$ cat src/hdl/hob_pkg.sv
// ----------------------------------------------------------------------------
// hob_pkg
// Shared types, field widths, register codes and the palette of the heatmap
// overlay blender.
// ----------------------------------------------------------------------------
package hob_pkg;

	// default sizes
	localparam int PART_COUNT_DEF = 18;
	localparam int MAP_MAX_W_DEF  = 64;
	localparam int MAP_MAX_H_DEF  = 64;
	localparam int IMG_MAX_DEF    = 4096;

	// field widths
	localparam int PART_W  = 5;
	localparam int MAPC_W  = 6;
	localparam int HEAT_W  = 9;
	localparam int PIX_W   = 12;
	localparam int COLOR_W = 8;
	localparam int IMG_W   = 13;
	localparam int CELL_W  = 7;
	localparam int PROD_W  = 16;
	localparam int OVL_W   = 17;

	// configuration port
	localparam int CFG_IDX_W  = 3;
	localparam int CFG_DATA_W = 13;

	localparam logic [CFG_IDX_W-1:0] REG_MODE       = 3'd0;
	localparam logic [CFG_IDX_W-1:0] REG_PART       = 3'd1;
	localparam logic [CFG_IDX_W-1:0] REG_IMG_WIDTH  = 3'd2;
	localparam logic [CFG_IDX_W-1:0] REG_IMG_HEIGHT = 3'd3;
	localparam logic [CFG_IDX_W-1:0] REG_MAP_WIDTH  = 3'd4;
	localparam logic [CFG_IDX_W-1:0] REG_MAP_HEIGHT = 3'd5;

	localparam logic [IMG_W-1:0]  RST_IMG_WIDTH  = 13'd640;
	localparam logic [IMG_W-1:0]  RST_IMG_HEIGHT = 13'd480;
	localparam logic [CELL_W-1:0] RST_MAP_WIDTH  = 7'd64;
	localparam logic [CELL_W-1:0] RST_MAP_HEIGHT = 7'd64;

	// opcodes and modes
	localparam logic OP_LOAD    = 1'b0;
	localparam logic OP_PIXEL   = 1'b1;
	localparam logic MODE_JET   = 1'b0;
	localparam logic MODE_ADDPL = 1'b1;

	// arithmetic constants
	localparam logic [HEAT_W-1:0] HEAT_ONE    = 9'd256;
	localparam logic [PROD_W-1:0] SUM_MAX     = 16'd65280;
	localparam int                BLEND_IN_W  = 77 * 256;
	localparam int                BLEND_OV_W  = 179;
	localparam int                BLEND_ROUND = 32768;
	localparam int                PAL_SIZE    = 19;

	typedef struct packed {
		logic               opcode;
		logic [PART_W-1:0]  map_part;
		logic [MAPC_W-1:0]  map_x;
		logic [MAPC_W-1:0]  map_y;
		logic [HEAT_W-1:0]  heat_value;
		logic [PIX_W-1:0]   pix_x;
		logic [PIX_W-1:0]   pix_y;
		logic [COLOR_W-1:0] blue_in;
		logic [COLOR_W-1:0] green_in;
		logic [COLOR_W-1:0] red_in;
	} item_t;

	typedef struct packed {
		logic [COLOR_W-1:0] blue_out;
		logic [COLOR_W-1:0] green_out;
		logic [COLOR_W-1:0] red_out;
	} result_t;

	// palette entry as {red, green, blue}
	function automatic logic [23:0] pal_color(input logic [4:0] idx);
		logic [23:0] c;
		case (idx)
			5'd0:    c = {8'd255, 8'd0,   8'd0};
			5'd1:    c = {8'd255, 8'd85,  8'd0};
			5'd2:    c = {8'd255, 8'd170, 8'd0};
			5'd3:    c = {8'd255, 8'd255, 8'd0};
			5'd4:    c = {8'd170, 8'd255, 8'd0};
			5'd5:    c = {8'd85,  8'd255, 8'd0};
			5'd6:    c = {8'd0,   8'd255, 8'd0};
			5'd7:    c = {8'd0,   8'd255, 8'd85};
			5'd8:    c = {8'd0,   8'd255, 8'd170};
			5'd9:    c = {8'd0,   8'd255, 8'd255};
			5'd10:   c = {8'd0,   8'd170, 8'd255};
			5'd11:   c = {8'd0,   8'd85,  8'd255};
			5'd12:   c = {8'd0,   8'd0,   8'd255};
			5'd13:   c = {8'd85,  8'd0,   8'd255};
			5'd14:   c = {8'd170, 8'd0,   8'd255};
			5'd15:   c = {8'd255, 8'd0,   8'd255};
			5'd16:   c = {8'd255, 8'd0,   8'd170};
			5'd17:   c = {8'd255, 8'd0,   8'd85};
			5'd18:   c = {8'd85,  8'd85,  8'd170};
			default: c = 24'd0;
		endcase
		return c;
	endfunction

endpackage

$ cat src/hdl/hob_cell.sv
// ----------------------------------------------------------------------------
// hob_cell
// Maps a pixel position to its nearest heatmap cell on both axes:
// floor(((2p+1)*cells - size) / (2*size)), one quotient bit per stage.
// ----------------------------------------------------------------------------
module hob_cell (
	input  logic                        clk,
	input  logic                        arst_n,
	input  logic                        en,
	input  logic                        in_vld,
	input  hob_pkg::item_t              in_word,
	input  logic [hob_pkg::IMG_W-1:0]   img_w,
	input  logic [hob_pkg::IMG_W-1:0]   img_h,
	input  logic [hob_pkg::CELL_W-1:0]  map_w,
	input  logic [hob_pkg::CELL_W-1:0]  map_h,
	output logic                        out_vld,
	output hob_pkg::item_t              out_word,
	output logic [hob_pkg::CELL_W-1:0]  cell_x,
	output logic [hob_pkg::CELL_W-1:0]  cell_y,
	output logic                        off_x,
	output logic                        off_y
);

	import hob_pkg::*;

	localparam int NW    = PIX_W + 1 + CELL_W;
	localparam int CW    = IMG_W + 1 + CELL_W;
	localparam int STEPS = CELL_W;

	logic [PIX_W-1:0]  pos  [2];
	logic [IMG_W-1:0]  ext  [2];
	logic [CELL_W-1:0] cells[2];

	logic [NW-1:0] prod_c [2];
	logic [NW-1:0] num_c  [2];
	logic          bad_c  [2];
	logic          ovf_c  [2];

	logic          ge_c  [1:STEPS][2];
	logic [NW-1:0] rem_c [1:STEPS-1][2];
	logic [CELL_W-1:0] q_c [1:STEPS][2];

	logic          vld_s1;
	item_t         word_s1;
	logic [NW-1:0] num_s1 [2];
	logic          bad_s1 [2];

	// division stages
	logic [STEPS:0]    vld_s;
	item_t             word_s [0:STEPS];
	logic [NW-1:0]     rem_s  [0:STEPS-1][2];
	logic [CELL_W-1:0] q_s    [0:STEPS][2];
	logic              bad_s  [0:STEPS][2];

	assign pos[0]   = in_word.pix_x;
	assign pos[1]   = in_word.pix_y;
	assign ext[0]   = img_w;
	assign ext[1]   = img_h;
	assign cells[0] = map_w;
	assign cells[1] = map_h;

	always_comb begin
		for (int a = 0; a < 2; a++) begin
			prod_c[a] = NW'({pos[a], 1'b1}) * NW'(cells[a]);
			num_c[a]  = prod_c[a] - NW'(ext[a]);
			bad_c[a]  = (prod_c[a] < NW'(ext[a])) || (ext[a] == '0) || (cells[a] == '0);
			ovf_c[a]  = CW'(num_s1[a]) >= {ext[a], 1'b0, CELL_W'(0)};
		end
	end

	always_comb begin
		for (int k = 1; k <= STEPS; k++) begin
			for (int a = 0; a < 2; a++) begin
				ge_c[k][a] = CW'(rem_s[k-1][a]) >= (CW'({ext[a], 1'b0}) << (STEPS - k));
				q_c[k][a]  = q_s[k-1][a] |
					(ge_c[k][a] ? (CELL_W'(1) << (STEPS - k)) : CELL_W'(0));
			end
		end
		for (int k = 1; k < STEPS; k++) begin
			for (int a = 0; a < 2; a++) begin
				rem_c[k][a] = ge_c[k][a] ?
					NW'(CW'(rem_s[k-1][a]) - (CW'({ext[a], 1'b0}) << (STEPS - k))) :
					rem_s[k-1][a];
			end
		end
	end

	always_ff @(posedge clk or negedge arst_n) begin
		if (!arst_n) begin
			vld_s1 <= 1'b0;
			vld_s  <= '0;
		end else if (en) begin
			vld_s1   <= in_vld;
			vld_s[0] <= vld_s1;
			for (int k = 1; k <= STEPS; k++) begin
				vld_s[k] <= vld_s[k-1];
			end
		end
	end

	always_ff @(posedge clk) begin
		if (en) begin
			word_s1   <= in_word;
			word_s[0] <= word_s1;
			for (int a = 0; a < 2; a++) begin
				num_s1[a]   <= num_c[a];
				bad_s1[a]   <= bad_c[a];
				rem_s[0][a] <= num_s1[a];
				q_s[0][a]   <= '0;
				bad_s[0][a] <= bad_s1[a] | ovf_c[a];
			end
			for (int k = 1; k <= STEPS; k++) begin
				word_s[k] <= word_s[k-1];
				for (int a = 0; a < 2; a++) begin
					q_s[k][a]   <= q_c[k][a];
					bad_s[k][a] <= bad_s[k-1][a];
				end
			end
			for (int k = 1; k < STEPS; k++) begin
				for (int a = 0; a < 2; a++) begin
					rem_s[k][a] <= rem_c[k][a];
				end
			end
		end
	end

	assign out_vld  = vld_s[STEPS];
	assign out_word = word_s[STEPS];
	assign cell_x   = q_s[STEPS][0];
	assign cell_y   = q_s[STEPS][1];
	assign off_x    = bad_s[STEPS][0];
	assign off_y    = bad_s[STEPS][1];

endmodule

$ cat config.mk
export PLATFORM = sky130hd
export DESIGN_NAME = hob_cell
export DESIGN_NICKNAME = d
export VERILOG_FILES = /design/src/hdl/hob_pkg.sv /design/src/hdl/hob_cell.sv
export SDC_FILE = /design/constraint.sdc
export NUM_CORES = 2
export LEC_CHECK = 0
export ABC_CLOCK_PERIOD_IN_PS = 3500
export BUFFER_PORTS_ARGS = -buffer_cell sky130_fd_sc_hd__buf_4
export CAP_MARGIN = 20
export CORE_AREA = 2 2 319 321
export CTS_CLUSTER_DIAMETER = 100
export DETAILED_ROUTE_END_ITERATION = 8
export DIE_AREA = 0 0 321 323
export GPL_TIMING_DRIVEN = 1
export PLACE_DENSITY = 0.66
export SYNTH_ARGS = -nofsm -noshare
export SYNTH_HDL_FRONTEND = slang
export SYNTH_SLANG_ARGS = --single-unit
$ cat constraint.sdc
create_clock -name clk -period 3.5 [get_ports clk]
set_input_delay 0.525 -clock clk [delete_from_list [all_inputs] [get_ports clk]]
set_output_delay 0.525 -clock clk [all_outputs]
set_load 0.05 [all_outputs]
==> results_dict.tcl <==
set metrics [dict create \
    initial_utilization 0.494 \
    max_stage_delay_ns 0.56 \
    antenna_found_initial 6 \
    die_w_um 321 \
    cts-root-buf "clkbuf_16" \
    slew_viol_final 0 \
    ant_nets 0 \
    hold_depth 1 \
    cp.required_ns 3.93 \
    grt_remaining_overflow 0 \
    worst_pin_slew_ns 0.755 \
    synth.distinct_cells 77 \
    postLayoutCoreUtil 0.606 \
    die-height_um 323 \
    hold_path_end "word_s1[14]" \
    cts.sinks 1078 \
    worstPathArrival_ns 5.42 \
    avgSynthCellArea_um2 14.6 \
    syn_nets 3958 \
    fin_ws_ns -1.50 \
    placed_cell_area_um2 55900 \
    synth_edf_count 1069 \
    cp-end-kind "register" \
    clk_pin_slew_ns 0.06 \
    violations "negative setup slack" \
    cp_num_buf_inv 7 \
    worstPathMaxFanout 6 \
    rrSetupSlack_ns 0.30 \
    drt_first_pass_iters 5 \
    vias 28400 \
    rows 117 \
    ys.flop_type "edfxtp_1" \
    syn-cell-area_um2 49800 \
    track_usage 0.180 \
    rsz0062_at_grt "true" \
    timing.final.hold_violations 0 \
    wire_per_inst_um 17.0 \
    critPathLaunchType "primary input" \
    post-route-period-util 1.43 \
    crit_chain "buf_8 -> and2_4 -> fa_1 -> inv_2 -> fa_1 -> inv_1 -> fa_1 -> inv_2 -> fa_1 -> inv_2 -> ha_4 -> or4_4 -> o22ai_4 -> buf_6 -> buf_6 -> o21ai_2 -> xor2_1 -> ha_1 -> and3_4 -> a2111oi_4 -> nor2b_4 -> xnor2_1" \
    clockBufferDepth 3 \
    gp_congestion 0.866 \
    ys_warn_count 0 \
    drtIter0Drc 1917 \
    die_area_um2 104000 \
    drt-vias-per-instance 5.16 \
    synthArstFlopShare 0.00835 \
    insertion_delay_ns 0.69 \
    io_buffers 210 \
    crit_family "adder cells" \
    slew_headroom 0.492 \
    coreArea_um2 101000 \
    cts_tree "yes" \
    synthSimpleGateAreaFrac 0.0817 \
    syn_inst 3409 \
    dp.cells 5219 \
    min_from "in_word[14]" \
    final_layout_size_suffix_gt1_frac 0.230 \
    setup_viol 32 \
    drc_errors 0 \
    ys_seq_elements 1078 \
    place.detailed.hpwl_um 66600 \
    max_freq_mhz 200 \
    peakVddDrop_uv 550 \
    max-cap-violations 0 \
    area_growth_pct 22.6 \
    power_leakage_nw 24.2 \
    synth_top_family_by_area "adder cells" \
    critPathKind "in -> reg" \
    finalNetCount 4656 \
    status "complete, but fails checks" \
    synthMuxAreaShare 0.0145 \
    grt_first_pass_wirelength_um 147000 \
    final_area_um2 61000 \
    r2r-end "rem_s[4][18]" \
    synth-xor-area-share 0.0348 \
    drt-total-wl_um 93700 \
    grt_pass1_vias 28300 \
    clock-skew-final_ns 0.0238 \
    timing.rr.start "rem_s[3][4]" \
    worstHoldPathType "in -> reg" \
    io_pins 211 \
    critPathMostFrequentCell "fa_1" \
    synth_fa_ha_area_frac 0.126 \
    power_density_nw_per_um2 828 \
    rr_worst_depth 12 \
    finalNonFillerCells 5512 \
    numCtsBuffers 110 \
    fin_crit_ns 5.00 \
    htree_levels 3 \
    yosysSeqAreaShare 0.649 \
    grt_max_degree 123 \
    synth_compound_area_frac 0.0708 \
    critPathSlowestCell "fa_1" \
    setup_tns_ns -31.82 \
]
report_power, final:
group | internal [mW] | switching [mW]
sequential | 17.4 | 0.945
clock | 6.80 | 4.88
combinational | 10.5 | 9.95
metal layers:
| metal | vias to the layer above | GRT usage | wire [um] |
|---|---|---|---|
| li1 | 14000 | - | - |
| met1 | 13700 | 0.245 | 43100 |
| met2 | 519 | 0.291 | 43700 |
| met3 | 163 | 0.0351 | 4590 |
| met4 | 8 | 0.0582 | 2300 |
| met5 | - | 0 | 49 |
logic make-up after synthesis:
family,count (synthesis)
DFF,1078
and+or+nand+nor,792
AOI/OAI and AO/OA,558
adders and majority gates,430
buffers and inverters,288
xor gates and xnor gates,198
muxes,65
per-stage QoR:
step | hold slack, ns | worst slack (ns) | total power, mW
6_report | 0.0621 | -1.50 | 50.5
5_1_grt | 0.0122 | -1.69 | 53.8
4_1_cts | 0.00694 | -1.36 | 49.6
3_5_place_dp | 0.353 | -2.30 | 36.6
3_3_place_gp | 0.354 | -2.22 | 36.2
2_1_floorplan | 0.229 | -2.05 | 30.8
worst max-delay path by stage:
stage | start | to | slack (ns) | depth (start not counted)
floorplan | map_w[1] | num_s1[0][17] | -2.05 | 23
global placement | in_word[40] | num_s1[0][19] | -2.22 | 26
detailed placement | in_word[40] | num_s1[0][14] | -2.30 | 20
CTS | in_word[26] | num_s1[0][39] | -1.36 | 24
global route | map_w[3] | num_s1[0][19] | -1.69 | 26
finish | map_w[3] | num_s1[0][14] | -1.50 | 22
cells in the final DEF, fill, tap and decap left out, drive strengths merged, types with 8 or more instances in the layout:
cell            n
nand4b          8
mux2           56
xor2           77
nor2          172
nor4           31
nor3           61
or2            14
buf           583
inv           245
o31ai          20
bufinv         11
clkbuf        139
a21boi         14
nor2b          40
nand4          33
edfxtp       1069
xnor2         121
a211oi         17
nand3          30
nand2         176
clkinv         48
o21bai         11
dlygate4sd3    50
ha            308
a21o           70
mux2i           9
a31oi          16
o21a           43
or3            14
a21oi         173
fa            122
and2          125
o21ai         127
or4            13
nand2b         35
and3           15
dfrtp           9
registers in the layout, summed over array words and instances, names as in the netlist:
register / flops
rem_s: 280
bad_s: 16
num_s1: 40
vld_s1: 1
q_s: 56
word_s: 600
bad_s1: 2
word_s1: 75
vld_s: 8
what timing repair did:
action | 4_1_cts | 5_1_grt
hold buffers | 50 | 0
setup buffers | 23 | 22
resized for setup | 96 | 72
hold endpoints to repair | 58 | 0
setup endpoints to repair | 32 | 34
pin swaps | 78 | 54
area by class of cell:
| class | instances | area (um^2) |
|---|---|---|
| repair buffers | 633 | 5350 |
| fillers | 7716 | 39700 |
| clock buffers | 139 | 2940 |
| multi-input cells | 2043 | 17100 |
| well taps | 1309 | 1640 |
| flip-flops and latches | 1078 | 32300 |
| diodes | 2 | 5.00 |
| inverters | 241 | 905 |
| clock inverters | 67 | 723 |
Yosys cell counts (5+ instances only):
cell type	instances	area share
xnor2_1	121	0.021
mux2_2	56	0.013
o211a_1	6	0.0012
o21ai_1	6	0.00060
or4_1	13	0.0020
a21o_1	70	0.011
nor3_1	61	0.0061
o21ai_0	121	0.012
mux2i_1	9	0.0018
o31ai_1	20	0.0030
a21oi_1	173	0.017
nand3b_1	6	0.00090
o2111ai_1	5	0.00088
nor2b_1	40	0.0050
a21boi_0	14	0.0021
dfrtp_1	9	0.0045
xor2_1	77	0.014
and3_1	15	0.0019
and2_1	125	0.016
or3_1	13	0.0016
inv_1	240	0.018
nor4_1	30	0.0038
edfxtp_1	1069	0.64
ha_1	308	0.077
nor3b_1	6	0.00090
or2_2	13	0.0016
nor2_1	172	0.013
o21bai_1	11	0.0017
a211oi_1	17	0.0026
o41ai_1	5	0.00088
nand4b_1	8	0.0014
fa_1	122	0.049
nand2_1	176	0.013
a211o_1	6	0.0011
clkbuf_1	40	0.0030
nand4_1	33	0.0041
nand2b_1	35	0.0044
nand3_1	30	0.0030
o211ai_1	6	0.00090
a31oi_1	16	0.0020
o21a_1	43	0.0065
Note: power is estimated with default switching activity, not from simulation.
